==> src/rtl/rmc_pkg.sv <==
// shared types, constants and functions of the rmc sentence parser
package rmc_pkg;

    localparam int RMC_QUEUE_DEPTH = 4;
    localparam int RMC_NUM_SLOTS   = 7;
    localparam int RMC_FLAG_SLOTS  = 4;

    localparam logic [7:0] CH_DOLLAR = 8'h24;
    localparam logic [7:0] CH_STAR   = 8'h2A;
    localparam logic [7:0] CH_COMMA  = 8'h2C;
    localparam logic [7:0] CH_DOT    = 8'h2E;
    localparam logic [7:0] CH_ZERO   = 8'h30;
    localparam logic [7:0] CH_NINE   = 8'h39;
    localparam logic [7:0] CH_A      = 8'h41;
    localparam logic [7:0] CH_N      = 8'h4E;
    localparam logic [7:0] CH_S      = 8'h53;
    localparam logic [7:0] CH_E      = 8'h45;
    localparam logic [7:0] CH_W      = 8'h57;
    localparam logic [7:0] CRC_SEED  = 8'hFF;
    localparam logic [7:0] CRC_POLY  = 8'h8C;

    localparam logic [1:0] ST_OK     = 2'd0;
    localparam logic [1:0] ST_CRC    = 2'd1;
    localparam logic [1:0] ST_FIELDS = 2'd2;

    localparam logic [3:0] FIELD_COUNT = 4'd11;
    localparam logic [3:0] FIELD_LAST  = 4'd15;
    localparam logic [2:0] HDR_LEN     = 3'd5;

    typedef enum logic [2:0] {
        CLS_DOLLAR = 3'd0,
        CLS_STAR   = 3'd1,
        CLS_COMMA  = 3'd2,
        CLS_DOT    = 3'd3,
        CLS_DIGIT  = 3'd4,
        CLS_OTHER  = 3'd5
    } t_cls;

    typedef struct packed {
        logic [7:0] rx_byte;
        logic       buffer_end;
        t_cls       cls;
        logic [3:0] digit;
    } t_token;

    typedef struct packed {
        logic [1:0]  frame_status;
        logic        fix_active;
        logic [1:0]  lat_hemisphere;
        logic [1:0]  lon_hemisphere;
        logic [1:0]  mag_direction;
        logic [29:0] utc_time_milli;
        logic [26:0] latitude_scaled;
        logic [29:0] longitude_scaled;
        logic [16:0] ground_speed_tenths;
        logic [13:0] ground_course_tenths;
        logic [19:0] utc_date;
        logic [13:0] declination_tenths;
    } t_record;

    typedef struct packed {
        logic       hit;
        logic [2:0] idx;
    } t_slot;

    function automatic logic [7:0] crc8_next(input logic [7:0] crc, input logic [7:0] b);
        logic [7:0] c;
        c = crc ^ b;
        for (int i = 0; i < 8; i++) begin
            c = c[0] ? ((c >> 1) ^ CRC_POLY) : (c >> 1);
        end
        return c;
    endfunction

    function automatic logic [7:0] hdr_char(input logic [2:0] pos);
        case (pos)
            3'd0:    hdr_char = 8'h47;
            3'd1:    hdr_char = 8'h50;
            3'd2:    hdr_char = 8'h52;
            3'd3:    hdr_char = 8'h4D;
            3'd4:    hdr_char = 8'h43;
            default: hdr_char = 8'h00;
        endcase
    endfunction

    function automatic logic [7:0] hex_lc(input logic [3:0] nib);
        hex_lc = (nib < 4'd10) ? (8'h30 + {4'd0, nib}) : (8'h57 + {4'd0, nib});
    endfunction

    function automatic t_slot num_slot(input logic [3:0] fidx);
        case (fidx)
            4'd1:    num_slot = '{hit: 1'b1, idx: 3'd0};
            4'd3:    num_slot = '{hit: 1'b1, idx: 3'd1};
            4'd5:    num_slot = '{hit: 1'b1, idx: 3'd2};
            4'd7:    num_slot = '{hit: 1'b1, idx: 3'd3};
            4'd8:    num_slot = '{hit: 1'b1, idx: 3'd4};
            4'd9:    num_slot = '{hit: 1'b1, idx: 3'd5};
            4'd10:   num_slot = '{hit: 1'b1, idx: 3'd6};
            default: num_slot = '{hit: 1'b0, idx: 3'd0};
        endcase
    endfunction

    function automatic t_slot flag_slot(input logic [3:0] fidx);
        case (fidx)
            4'd2:    flag_slot = '{hit: 1'b1, idx: 3'd0};
            4'd4:    flag_slot = '{hit: 1'b1, idx: 3'd1};
            4'd6:    flag_slot = '{hit: 1'b1, idx: 3'd2};
            4'd11:   flag_slot = '{hit: 1'b1, idx: 3'd3};
            default: flag_slot = '{hit: 1'b0, idx: 3'd0};
        endcase
    endfunction

    function automatic logic [2:0] num_scale(input logic [2:0] s);
        case (s)
            3'd0:    num_scale = 3'd3;
            3'd1:    num_scale = 3'd4;
            3'd2:    num_scale = 3'd4;
            3'd3:    num_scale = 3'd1;
            3'd4:    num_scale = 3'd1;
            3'd5:    num_scale = 3'd0;
            3'd6:    num_scale = 3'd1;
            default: num_scale = 3'd0;
        endcase
    endfunction

    function automatic logic [29:0] num_max(input logic [2:0] s);
        case (s)
            3'd0:    num_max = 30'd999999999;
            3'd1:    num_max = 30'd99999999;
            3'd2:    num_max = 30'd999999999;
            3'd3:    num_max = 30'd99999;
            3'd4:    num_max = 30'd9999;
            3'd5:    num_max = 30'd999999;
            3'd6:    num_max = 30'd9999;
            default: num_max = 30'd0;
        endcase
    endfunction

    function automatic logic [13:0] pow10(input logic [2:0] k);
        case (k)
            3'd0:    pow10 = 14'd1;
            3'd1:    pow10 = 14'd10;
            3'd2:    pow10 = 14'd100;
            3'd3:    pow10 = 14'd1000;
            3'd4:    pow10 = 14'd10000;
            default: pow10 = 14'd1;
        endcase
    endfunction

endpackage

==> src/rtl/rmc_fifo.sv <==
// small register queue with show-ahead read
module rmc_fifo #(
    parameter int W     = 8,
    parameter int DEPTH = 4
) (
    input  logic         i_clk,
    input  logic         i_rst_n,
    input  logic         i_wr,
    input  logic [W-1:0] i_wdata,
    output logic         o_full,
    input  logic         i_rd,
    output logic [W-1:0] o_rdata,
    output logic         o_empty
);
    localparam int AW = $clog2(DEPTH);

    logic [W-1:0] r_mem [DEPTH];
    logic [AW-1:0] r_wp, r_rp;
    logic [AW:0]   r_cnt;
    logic          wr_go, rd_go;

    assign o_full  = (r_cnt == (AW+1)'(DEPTH));
    assign o_empty = (r_cnt == '0);
    assign wr_go   = i_wr & ~o_full;
    assign rd_go   = i_rd & ~o_empty;
    assign o_rdata = r_mem[r_rp];

    always_ff @(posedge i_clk) begin
        if (wr_go) begin
            r_mem[r_wp] <= i_wdata;
        end
    end

    always_ff @(posedge i_clk) begin
        if (!i_rst_n) begin
            r_wp  <= '0;
            r_rp  <= '0;
            r_cnt <= '0;
        end else begin
            if (wr_go) begin
                r_wp <= r_wp + 1'b1;
            end
            if (rd_go) begin
                r_rp <= r_rp + 1'b1;
            end
            r_cnt <= r_cnt + (AW+1)'(wr_go) - (AW+1)'(rd_go);
        end
    end
endmodule

==> src/rtl/rmc_front.sv <==
// byte classifier ahead of the token queue
module rmc_front (
    input  logic            [7:0] i_rx_byte,
    input  logic                  i_buffer_end,
    output rmc_pkg::t_token       o_token
);
    import rmc_pkg::*;

    t_cls cls;

    always_comb begin
        if (i_rx_byte == CH_DOLLAR) begin
            cls = CLS_DOLLAR;
        end else if (i_rx_byte == CH_STAR) begin
            cls = CLS_STAR;
        end else if (i_rx_byte == CH_COMMA) begin
            cls = CLS_COMMA;
        end else if (i_rx_byte == CH_DOT) begin
            cls = CLS_DOT;
        end else if (i_rx_byte >= CH_ZERO && i_rx_byte <= CH_NINE) begin
            cls = CLS_DIGIT;
        end else begin
            cls = CLS_OTHER;
        end
    end

    always_comb begin
        o_token.rx_byte    = i_rx_byte;
        o_token.buffer_end = i_buffer_end;
        o_token.cls        = cls;
        o_token.digit      = 4'(i_rx_byte - CH_ZERO);
    end
endmodule

==> src/rtl/rmc_back.sv <==
// sentence state, crc, field decode and record build
module rmc_back (
    input  logic             i_clk,
    input  logic             i_rst_n,
    input  rmc_pkg::t_token  i_token,
    input  logic             i_token_valid,
    output logic             o_token_take,
    output rmc_pkg::t_record o_record,
    output logic             o_record_valid,
    input  logic             i_record_full
);
    import rmc_pkg::*;

    typedef enum logic [3:0] {
        PH_IDLE = 4'b0001,
        PH_HEAD = 4'b0010,
        PH_BODY = 4'b0100,
        PH_CSUM = 4'b1000
    } t_phase;

    t_phase      r_phase, n_phase;
    logic [2:0]  r_hdr, n_hdr;
    logic [3:0]  r_fidx, n_fidx;
    logic [7:0]  r_crc, n_crc;
    logic        r_ccnt, n_ccnt;
    logic [7:0]  r_first, n_first;
    logic [2:0]  r_frac, n_frac;
    logic        r_point, n_point;
    logic        r_started, n_started;
    logic [29:0] r_acc [RMC_NUM_SLOTS];
    logic [29:0] n_acc [RMC_NUM_SLOTS];
    logic [1:0]  r_flag [RMC_FLAG_SLOTS];
    logic [1:0]  n_flag [RMC_FLAG_SLOTS];

    t_slot       ns, fs;
    logic [29:0] acc_cur, acc_max;
    logic [43:0] fin_prod;
    logic [33:0] dig_sum;
    logic [29:0] fin_val, dig_val;
    logic [13:0] fin_pow;
    logic [7:0]  b, crc_upd;
    logic [1:0]  flag_val, st;
    logic        crc_ok;
    t_record     rec;

    assign o_token_take = i_token_valid & ~i_record_full;
    assign b            = i_token.rx_byte;
    assign crc_upd      = crc8_next(r_crc, b);
    assign ns           = num_slot(r_fidx);
    assign fs           = flag_slot(r_fidx);
    assign acc_cur      = r_acc[ns.idx];
    assign acc_max      = num_max(ns.idx);
    assign fin_pow      = pow10(num_scale(ns.idx) - r_frac);
    assign fin_prod     = acc_cur * fin_pow;
    assign fin_val      = (fin_prod > 44'(acc_max)) ? acc_max : fin_prod[29:0];
    assign dig_sum      = {1'b0, acc_cur, 3'b0} + {3'b0, acc_cur, 1'b0} + 34'(i_token.digit);
    assign dig_val      = (dig_sum > 34'(acc_max)) ? acc_max : dig_sum[29:0];
    assign crc_ok       = (r_first == hex_lc(r_crc[7:4])) && (b == hex_lc(r_crc[3:0]));
    assign st           = (r_fidx != FIELD_COUNT) ? ST_FIELDS : (crc_ok ? ST_OK : ST_CRC);

    always_comb begin
        case (fs.idx)
            3'd0:    flag_val = {1'b0, b == CH_A};
            3'd1:    flag_val = (b == CH_N) ? 2'd1 : ((b == CH_S) ? 2'd2 : 2'd0);
            default: flag_val = (b == CH_W) ? 2'd1 : ((b == CH_E) ? 2'd2 : 2'd0);
        endcase
    end

    always_comb begin
        rec = '0;
        rec.frame_status = st;
        if (st == ST_OK) begin
            rec.fix_active           = r_flag[0][0];
            rec.lat_hemisphere       = r_flag[1];
            rec.lon_hemisphere       = r_flag[2];
            rec.mag_direction        = r_flag[3];
            rec.utc_time_milli       = r_acc[0];
            rec.latitude_scaled      = r_acc[1][26:0];
            rec.longitude_scaled     = r_acc[2];
            rec.ground_speed_tenths  = r_acc[3][16:0];
            rec.ground_course_tenths = r_acc[4][13:0];
            rec.utc_date             = r_acc[5][19:0];
            rec.declination_tenths   = r_acc[6][13:0];
        end
    end

    always_comb begin
        n_phase   = r_phase;
        n_hdr     = r_hdr;
        n_fidx    = r_fidx;
        n_crc     = r_crc;
        n_ccnt    = r_ccnt;
        n_first   = r_first;
        n_frac    = r_frac;
        n_point   = r_point;
        n_started = r_started;
        n_acc     = r_acc;
        n_flag    = r_flag;
        o_record  = rec;
        o_record_valid = 1'b0;
        if (o_token_take) begin
            if (i_token.cls == CLS_DOLLAR) begin
                n_phase   = PH_HEAD;
                n_hdr     = '0;
                n_fidx    = '0;
                n_crc     = CRC_SEED;
                n_ccnt    = 1'b0;
                n_first   = '0;
                n_frac    = '0;
                n_point   = 1'b0;
                n_started = 1'b0;
                for (int i = 0; i < RMC_NUM_SLOTS; i++) begin
                    n_acc[i] = '0;
                end
                for (int i = 0; i < RMC_FLAG_SLOTS; i++) begin
                    n_flag[i] = '0;
                end
            end else begin
                case (r_phase)
                    PH_HEAD: begin
                        if (r_hdr < HDR_LEN && b == hdr_char(r_hdr)) begin
                            n_crc = crc_upd;
                            n_hdr = r_hdr + 3'd1;
                            if (r_hdr == HDR_LEN - 3'd1) begin
                                n_phase   = PH_BODY;
                                n_fidx    = '0;
                                n_frac    = '0;
                                n_point   = 1'b0;
                                n_started = 1'b0;
                            end
                        end else begin
                            n_phase = PH_IDLE;
                        end
                    end
                    PH_BODY: begin
                        if (i_token.cls == CLS_STAR || i_token.cls == CLS_COMMA) begin
                            // field end: pad missing fraction digits
                            if (ns.hit) begin
                                n_acc[ns.idx] = fin_val;
                            end
                            n_frac    = '0;
                            n_point   = 1'b0;
                            n_started = 1'b0;
                            if (i_token.cls == CLS_STAR) begin
                                n_phase = PH_CSUM;
                                n_ccnt  = 1'b0;
                            end else begin
                                n_crc = crc_upd;
                                if (r_fidx < FIELD_LAST) begin
                                    n_fidx = r_fidx + 4'd1;
                                end
                            end
                        end else begin
                            n_crc     = crc_upd;
                            n_started = 1'b1;
                            if (fs.hit && !r_started) begin
                                n_flag[fs.idx[1:0]] = flag_val;
                            end
                            if (ns.hit) begin
                                if (i_token.cls == CLS_DIGIT) begin
                                    if (!r_point) begin
                                        n_acc[ns.idx] = dig_val;
                                    end else if (r_frac < num_scale(ns.idx)) begin
                                        n_acc[ns.idx] = dig_val;
                                        n_frac        = r_frac + 3'd1;
                                    end
                                end else if (i_token.cls == CLS_DOT) begin
                                    n_point = 1'b1;
                                end
                            end
                        end
                    end
                    PH_CSUM: begin
                        if (!r_ccnt) begin
                            n_first = b;
                            n_ccnt  = 1'b1;
                        end else begin
                            o_record_valid = 1'b1;
                            n_phase = PH_IDLE;
                            n_ccnt  = 1'b0;
                        end
                    end
                    default: begin
                        n_phase = PH_IDLE;
                    end
                endcase
            end
            if (i_token.buffer_end) begin
                n_phase = PH_IDLE;
            end
        end
    end

    always_ff @(posedge i_clk) begin
        if (!i_rst_n) begin
            r_phase   <= PH_IDLE;
            r_hdr     <= '0;
            r_fidx    <= '0;
            r_crc     <= CRC_SEED;
            r_ccnt    <= 1'b0;
            r_first   <= '0;
            r_frac    <= '0;
            r_point   <= 1'b0;
            r_started <= 1'b0;
            for (int i = 0; i < RMC_NUM_SLOTS; i++) begin
                r_acc[i] <= '0;
            end
            for (int i = 0; i < RMC_FLAG_SLOTS; i++) begin
                r_flag[i] <= '0;
            end
        end else begin
            r_phase   <= n_phase;
            r_hdr     <= n_hdr;
            r_fidx    <= n_fidx;
            r_crc     <= n_crc;
            r_ccnt    <= n_ccnt;
            r_first   <= n_first;
            r_frac    <= n_frac;
            r_point   <= n_point;
            r_started <= n_started;
            r_acc     <= n_acc;
            r_flag    <= n_flag;
        end
    end
endmodule

==> src/rtl/rmc_sentence_parser.sv <==
// top level of the rmc sentence parser
// record path: token queue, back end, then the record queue, which a pop reads
// throughput: one byte per cycle while the record queue has room
// crc, field decode and decimal accumulate all finish in one back end step
// reset: synchronous active low, empties both queues and returns the parser to idle
module rmc_sentence_parser #(
    parameter int QUEUE_DEPTH = rmc_pkg::RMC_QUEUE_DEPTH
) (
    input  logic        i_clk,
    input  logic        i_rst_n,
    input  logic        push,
    output logic        full,
    input  logic [7:0]  i_rx_byte,
    input  logic        i_buffer_end,
    output logic        empty,
    input  logic        pop,
    output logic [1:0]  o_frame_status,
    output logic        o_fix_active,
    output logic [1:0]  o_lat_hemisphere,
    output logic [1:0]  o_lon_hemisphere,
    output logic [1:0]  o_mag_direction,
    output logic [29:0] o_utc_time_milli,
    output logic [26:0] o_latitude_scaled,
    output logic [29:0] o_longitude_scaled,
    output logic [16:0] o_ground_speed_tenths,
    output logic [13:0] o_ground_course_tenths,
    output logic [19:0] o_utc_date,
    output logic [13:0] o_declination_tenths
);
    import rmc_pkg::*;

    t_token  tok_in, tok_out;
    t_record rec_in, rec_out;
    logic    tok_empty, tok_take, rec_valid, rec_full;

    rmc_front u_front (
        .i_rx_byte    (i_rx_byte),
        .i_buffer_end (i_buffer_end),
        .o_token      (tok_in)
    );

    rmc_fifo #(.W($bits(t_token)), .DEPTH(QUEUE_DEPTH)) u_tok_q (
        .i_clk   (i_clk),
        .i_rst_n (i_rst_n),
        .i_wr    (push),
        .i_wdata (tok_in),
        .o_full  (full),
        .i_rd    (tok_take),
        .o_rdata (tok_out),
        .o_empty (tok_empty)
    );

    rmc_back u_back (
        .i_clk          (i_clk),
        .i_rst_n        (i_rst_n),
        .i_token        (tok_out),
        .i_token_valid  (~tok_empty),
        .o_token_take   (tok_take),
        .o_record       (rec_in),
        .o_record_valid (rec_valid),
        .i_record_full  (rec_full)
    );

    rmc_fifo #(.W($bits(t_record)), .DEPTH(QUEUE_DEPTH)) u_rec_q (
        .i_clk   (i_clk),
        .i_rst_n (i_rst_n),
        .i_wr    (rec_valid),
        .i_wdata (rec_in),
        .o_full  (rec_full),
        .i_rd    (pop),
        .o_rdata (rec_out),
        .o_empty (empty)
    );

    assign o_frame_status         = rec_out.frame_status;
    assign o_fix_active           = rec_out.fix_active;
    assign o_lat_hemisphere       = rec_out.lat_hemisphere;
    assign o_lon_hemisphere       = rec_out.lon_hemisphere;
    assign o_mag_direction        = rec_out.mag_direction;
    assign o_utc_time_milli       = rec_out.utc_time_milli;
    assign o_latitude_scaled      = rec_out.latitude_scaled;
    assign o_longitude_scaled     = rec_out.longitude_scaled;
    assign o_ground_speed_tenths  = rec_out.ground_speed_tenths;
    assign o_ground_course_tenths = rec_out.ground_course_tenths;
    assign o_utc_date             = rec_out.utc_date;
    assign o_declination_tenths   = rec_out.declination_tenths;
endmodule

==> config.mk <==
export PLATFORM = sky130hd
export DESIGN_NAME = rmc_sentence_parser
export DESIGN_NICKNAME = d
export VERILOG_FILES = /design/src/rtl/rmc_pkg.sv /design/src/rtl/rmc_fifo.sv /design/src/rtl/rmc_front.sv /design/src/rtl/rmc_back.sv /design/src/rtl/rmc_sentence_parser.sv
export SDC_FILE = /design/constraint.sdc
export NUM_CORES = 2
export LEC_CHECK = 0
export BUFFER_PORTS_ARGS = -buffer_cell sky130_fd_sc_hd__buf_4
export CELL_PAD_IN_SITES_DETAIL_PLACEMENT = 1
export CELL_PAD_IN_SITES_GLOBAL_PLACEMENT = 1
export CORE_ASPECT_RATIO = 1.4
export CORE_MARGIN = 8
export CORE_UTILIZATION = 47
export CTS_CLUSTER_SIZE = 30
export DETAILED_ROUTE_END_ITERATION = 8
export PLACE_DENSITY = 0.81
export SLEW_MARGIN = 40
export SYNTH_ARGS = -nofsm -noshare
export SYNTH_HDL_FRONTEND = slang
export SYNTH_SLANG_ARGS = --single-unit
==> constraint.sdc <==
create_clock -name i_clk -period 12 [get_ports i_clk]
set_input_delay 0 -clock i_clk [delete_from_list [all_inputs] [get_ports i_clk]]
set_output_delay 0 -clock i_clk [all_outputs]
set_load 0.01 [all_outputs]
# Yosys cells after proc, flatten, opt, wreduce, memory -nomap -nowiden
# Memory sizes are Yosys's and may differ from the RTL's. A register that Yosys moved wholly into a read port is not among the register bits.
# Index checks and enable logic that the tools add are counted.
# classes
eq_ne	68
reduce_logical	39
multipliers	1
muxes	126
n_shift	0
div_mod_pow	0
n_lt_le_gt_ge	13
add_sub_neg	19
bitwise_logic	20
# op_table
cell	n
2-to-1 mux 210 bit	8
bitwise mux 210 bit	2
2-to-1 mux 8 bit	24
2-to-1 mux 159 bit	1
2-to-1 mux 30 bit	5
case mux 30 bit (5 select lines)	1
binary-select mux 30 bit (select 3 bit)	1
demux 30 bit (select 3 bit)	1
2-to-1 mux 3 bit	22
case mux 14 bit (4 select lines)	1
2-to-1 mux 4 bit	13
greater-than comparator 44 x 30 -> 1 bit	1
multiplier 30 x 14 -> 44 bit	1
equality test 8 x 7 -> 1 bit, second input constant	5
case mux 7 bit (5 select lines)	1
adder 33 x 31 -> 34 bit	1
adder 34 x 4 -> 34 bit	1
greater-than comparator 34 x 30 -> 1 bit	1
equality test 8 x 6 -> 1 bit, second input constant	4
case mux 4 bit (7 select lines)	1
inverter 2 -> 3 bit	9
equality test 3 x 2 -> 1 bit, second input constant	8
equality test 3 bit, second input constant	8
equality test 8 bit	3
62 further kinds	163
# totals
ramBits	708
rom_bits	0
latchBits	0
in_bits	13
register_bits	265
word_cells	314
out_inout_bits	163
memories	2
# memory_table
memory	words	word_bits	rd	rd_ports_with_merged_regs	wr	line	source
u_rec_q.r_mem	4	161	1	1	1	rmc_fifo.sv:17	logic [W-1:0] r_mem [DEPTH];
u_tok_q.r_mem	4	16	1	1	1	rmc_fifo.sv:17	

# Depth between registers and ports, before layout
# logic_depth
ltp_word	21
mapped_depth	53
depth_no_buf	47

# By module
# Synthesis repeated with hierarchy kept, for this count alone.
# unflattened
hier_cells	4804
area_unflattened_um2	56101.3
# modules_own_cells
module	seq_area_each_um2	area_each_um2	n_inst	cells_per_inst
rmc_back	5004.8	29422.0	1	3755
rmc_fifo at u_rec_q	19518.7	23679.0	1	892
rmc_fifo at u_tok_q	2102.0	2827.7	1	134
rmc_front	0.0	168.9	1	22
rmc_sentence_parser	0.0	3.8	1	1

# Worst setup path before layout
# Ideal clock, no wire load.
# synth_timing
kind	flip-flop to flip-flop
start	register u_back.r_fidx[0]
end	register u_back.r_acc[161] (netlist bit)
t_arrival_ns	11.162
stages_incl_launch_ff	50
period_less_slack_ns	11.279
setup_time_ns	0.117
required_ns	11.883
path_buffers	7
path_slack_ns	0.721
cell_sequence	dfxtp_1 > inv_1 > ha_1 > buf_2 > nand3b_1 > o21a_1 > clkbuf_1 > clkbuf_1 > buf_1 > a21boi_0 > ha_1 > fa_1 > xnor2_1 > nor2_1 > nand2_1 > clkbuf_1 > nor2_1 > fa_1 > [... 14 more ...] > a21boi_0 > nor3_1 > or2_2 > a21oi_1 > o21bai_1 > xor2_1 > ha_1 > nand4_1 > nor4_1 > nand3_1 > o221ai_1 > o221a_2 > and3_1 > o2111ai_1 > or4_4 > buf_6 > o21a_4 > a32o_1
# synth_between
elab_chain_len	18
word_cells_on_any_way	64
cone_classes	add/sub (3); mul (1); order compare (5); eq/ne (18); mux (28); bitwise (1); reduce/logical (8)
# synth_rtl
element	line	source
start, declared	rmc_back.sv:23	logic [3:0] r_fidx, n_fidx;
start signal, assigned	rmc_back.sv:214	r_fidx <= n_fidx;
equality test 4 bit (tied with other cells)	rmc_pkg.sv:91	case (fidx)
case mux 4 bit (7 select lines) *	rmc_pkg.sv:91	
branches (longest 16 deep; another with multiplier 30 x 14 -> 44 bit)	-	
end signal, assigned	rmc_back.sv:221	r_acc <= n_acc;
end, declared	rmc_back.sv:30	logic [29:0] r_acc [RMC_NUM_SLOTS];
# Every way passes the cells marked *. The select of a mux whose other input is x is not followed.
# A chain may end at the register's enable or synchronous reset.

# Final worst setup path
# layout_timing
start	register u_back.r_fidx[1]
end	register u_back.r_acc[115] (netlist bit)
# The elaborated chain is that of the path after synthesis.

==> results.cfg <==
[floorplan]
dieArea_sq_um = 128000
die_width_microns = 305
rows = 148
die_h_microns = 421
floorplan.initialDensity_pct = 47.3
ios = 176
core_sq_um = 116000

[worst_setup_path]
crit_type = flip-flop to flip-flop
crit_arrival_ns = 12.05
crit_top_cell = fa_1
worstPathRequired_ns = 12.59
crit_slowest_cell = fa_2
slowest_delay_ns = 0.73
end_kind = flip-flop
crit_path_start_kind = flip-flop
cp_max_fo = 13

[timing]
setup_violations = 0
finalCriticalPeriod_ns = 11.46
slew_viol_final = 0
fmax_mhz = 87.3
finalCritPeriodShare_pct = 95.5
tightest_slew_ns = 0.988
slew_headroom_pct = 34.1
timing.final.hold_violations = 0
fin_skew_ns = 0.0512

[grt]
grt_pass1_vias = 43700
grt_pass1_wl_microns = 277000
grt_util_all_layers_pct = 28.3
grt_max_degree = 117
antenna_found_initial = 4
grt-ovfl-total = 0

[placement]
dp_cells = 6408
io_buffer_count = 175
dp_hpwl_microns = 137000
finalWeightedCongestion = 0.938

[clock_tree]
cts-root-buf = clkbuf_16
cts_sinks = 960
cts.clk_slew.worst_paths_ns = 0.07
cts_tree = yes
clock_latency_ns = 0.71
numCtsBuffers = 87
h-tree-depth = 3
clock_path_buffers = 3

[logic_synthesis]
synth_compound_area_share_pct = 10.8
synth-xor-area-share_pct = 1.56
synth_enable_flop_cells = 692
synthArstFlopShare_pct = 0
synth_top_family_by_area = adder cells
synth_fa_ha_area_share_pct = 16.3
yosysWarnings = 0
muxShareOfSynthArea_pct = 7.45
yosys.area_share.simple_pct = 11.4
synth.cell_area_sq_um = 55000
synth-main-ff-cell = edfxtp_1
syn-instance-count = 4732
synthesis.nets = 5299
synth_area_per_cell_sq_um = 11.6
synth_cell_type_count = 104
seq_area_frac_synth_pct = 47.5
ys_seq_elements = 960

[drt]
antenna_left = 0
wl_per_cell_microns = 28.4
vias = 40600
first_pass_iters = 6
drc = 0
drt_iter0_markers = 3556
via_per_inst = 6.16
wl_microns = 187000

[final_layout]
syn2layout_area_growth_pct = 14.2
final_common_cell = edfxtp_1
fill_cells = 12100
drive_above_1_share_pct = 16.5
stdcell_count = 6594
final_net_count = 5579
final_cell_mix = edfxtp_1 (692), nand2_1 (498), inv_1 (463), buf_4 (398), a21oi_1 (300)

[power]
p_total_mw = 8.99
peakVddDrop_uv = 139
power.static_leakage_nw = 25.1
power.density_nw_per_um2 = 143

[worst_hold_path]
hp-class = input port to flip-flop

[run_status]
status = finished, final reports clean

[run]
drv_cap = 0
==> layout make-up <==
cell class                 count  area [sq um]  share of cell area, %
antenna                        7          17.5                 0.0279
clock buffer                 120          2440                   3.88
clock inverter                44           520                  0.828
inverter                     466          1750                   2.79
multi-input combinational   3061         26500                   42.2
sequential                   960         26200                   41.6
tap                         1500          1880                   2.99
timing repair buffer         436          3590                   5.71
==> sequential cells by signal (all words and copies together) (netlist names), named ones only <==
register / flops
u_back.r_flag: 7
u_back.r_crc: 8
u_back.r_acc: 210
u_tok_q.r_rp: 2
u_tok_q.r_mem: 48
u_tok_q.r_wp: 2
u_back.r_started: 1
u_back.r_point: 1
u_tok_q.r_cnt: 3
u_rec_q.r_mem: 644
u_rec_q.r_cnt: 3
u_back.r_phase: 4
u_back.r_hdr: 3
u_back.r_first: 8
u_back.r_fidx: 4
u_rec_q.r_rp: 2
u_rec_q.r_wp: 2
u_back.r_frac: 3
u_back.r_ccnt: 1
==> cells by family (layout without fill, tap and decap cells) <==
kind of cell,Yosys count,in the layout
adder cells (fa/ha/maj),554,554
multiplexers,193,193
flip-flops,960,960
XOR/XNOR,97,97
AO/OA/AOI/OAI,906,906
AND/OR/NAND/NOR,1311,1311
other,0,7
buffers and inverters,711,1066
==> repair_timing <==
action / CTS / global route
buffers inserted: 0 / 1
hold endpoints to repair: 102 / 0
hold buffers: 12 / 0
setup endpoints to repair: 23 / 210
pin swaps: 0 / 1
resized for setup: 3 / 25
==> layer usage <==
layer | GRT usage, % | vias to the layer above | wire length (microns)
li1 | - | 17500 | -
met1 | 31.0 | 20800 | 65800
met2 | 49.5 | 1735 | 94500
met3 | 3.94 | 598 | 10300
met4 | 21.3 | 2 | 16400
met5 | 0 | - | 13
==> final timing paths <==
kind	from	endpoint	slack [ns]	cells after the start
hold reg to reg	u_back.r_acc[20]$_SDFFE_PN0P_	u_back.r_acc[20]$_SDFFE_PN0P_	0.47	2
setup reg to reg	u_back.r_fidx[1]$_SDFFE_PN0P_	u_back.r_acc[115]$_SDFFE_PN0P_	0.54	45
setup / recovery	u_back.r_fidx[1]$_SDFFE_PN0P_	u_back.r_acc[115]$_SDFFE_PN0P_	0.54	45
hold / removal	i_buffer_end	u_tok_q.r_mem[0][7]$_DFFE_PP_	0.04	2
==> critical path, delay by kind of cell (launching register included) <==
family	cells	cell delay (ns)
adder cells (fa/ha/maj)	11	4.60
AO/OA/AOI/OAI	15	2.77
AND/OR/NAND/NOR	10	2.57
buffers and inverters	8	0.78
flip-flops	1	0.40
XOR/XNOR	1	0.15
==> power by group <==
group | internal [mW] | switching, mW | total (mW)
combinational | 1.18 | 1.30 | 2.48
clock | 1.60 | 1.28 | 2.88
sequential | 3.56 | 0.0753 | 3.63
total | 6.34 | 2.66 | 8.99
==> cell usage after synthesis, types with 8 or more instances <==
| cell | n | area (sq um) |
|---|---|---|
| and3_1 | 20 | 125 |
| a31oi_1 | 79 | 494 |
| mux4_2 | 173 | 3900 |
| nand4_1 | 25 | 156 |
| and2_1 | 224 | 1400 |
| nand2b_1 | 16 | 100 |
| a21boi_0 | 18 | 135 |
| ha_1 | 282 | 3530 |
| xnor2_1 | 68 | 596 |
| nor4_1 | 11 | 68.8 |
| a311oi_1 | 9 | 78.8 |
| o21ai_0 | 132 | 661 |
| a21oi_1 | 301 | 1510 |
| or3_1 | 24 | 150 |
| nor2b_1 | 33 | 206 |
| mux2i_1 | 18 | 180 |
| buf_2 | 25 | 125 |
| a41o_1 | 12 | 120 |
| dfxtp_1 | 268 | 5370 |
| o21a_1 | 28 | 210 |
| edfxtp_1 | 692 | 20800 |
| nor2_1 | 243 | 912 |
| xor2_1 | 28 | 245 |
| buf_1 | 37 | 139 |
| nand2_1 | 499 | 1870 |
| nand3b_1 | 10 | 75.1 |
| nand3_1 | 119 | 596 |
| o21ai_1 | 14 | 70.1 |
| o21bai_1 | 10 | 75.1 |
| a22oi_1 | 24 | 180 |
| nor3_1 | 38 | 190 |
| a32o_1 | 27 | 270 |
| a21o_1 | 35 | 263 |
| a211oi_1 | 36 | 270 |
| o31ai_1 | 29 | 218 |
| fa_1 | 272 | 5450 |
| a22o_1 | 24 | 210 |
| a41oi_1 | 12 | 105 |
| o41ai_1 | 8 | 70.1 |
| inv_1 | 464 | 1740 |
| o211ai_1 | 17 | 128 |
| clkbuf_1 | 178 | 668 |
==> metrics by stage <==
stage | utilization (%) | hold slack [ns] | worst slack [ns] | setup TNS, ns | instance area [sq um]
2_1_floorplan | - | 0.0989 | 0.721 | 0 | 55000
3_3_place_gp | 51.1 | 0.210 | 0.203 | 0 | 59400
3_5_place_dp | 51.2 | 0.216 | 0.000496 | 0 | 59500
4_1_cts | 53.9 | 0.00611 | 0.0165 | 0 | 62600
5_1_grt | 54.0 | 0.0390 | -0.0162 | -0.0275 | 62800
6_report | 54.0 | 0.0437 | 0.541 | 0 | 62900
No activity file was read; power rests on OpenSTA's default activity.
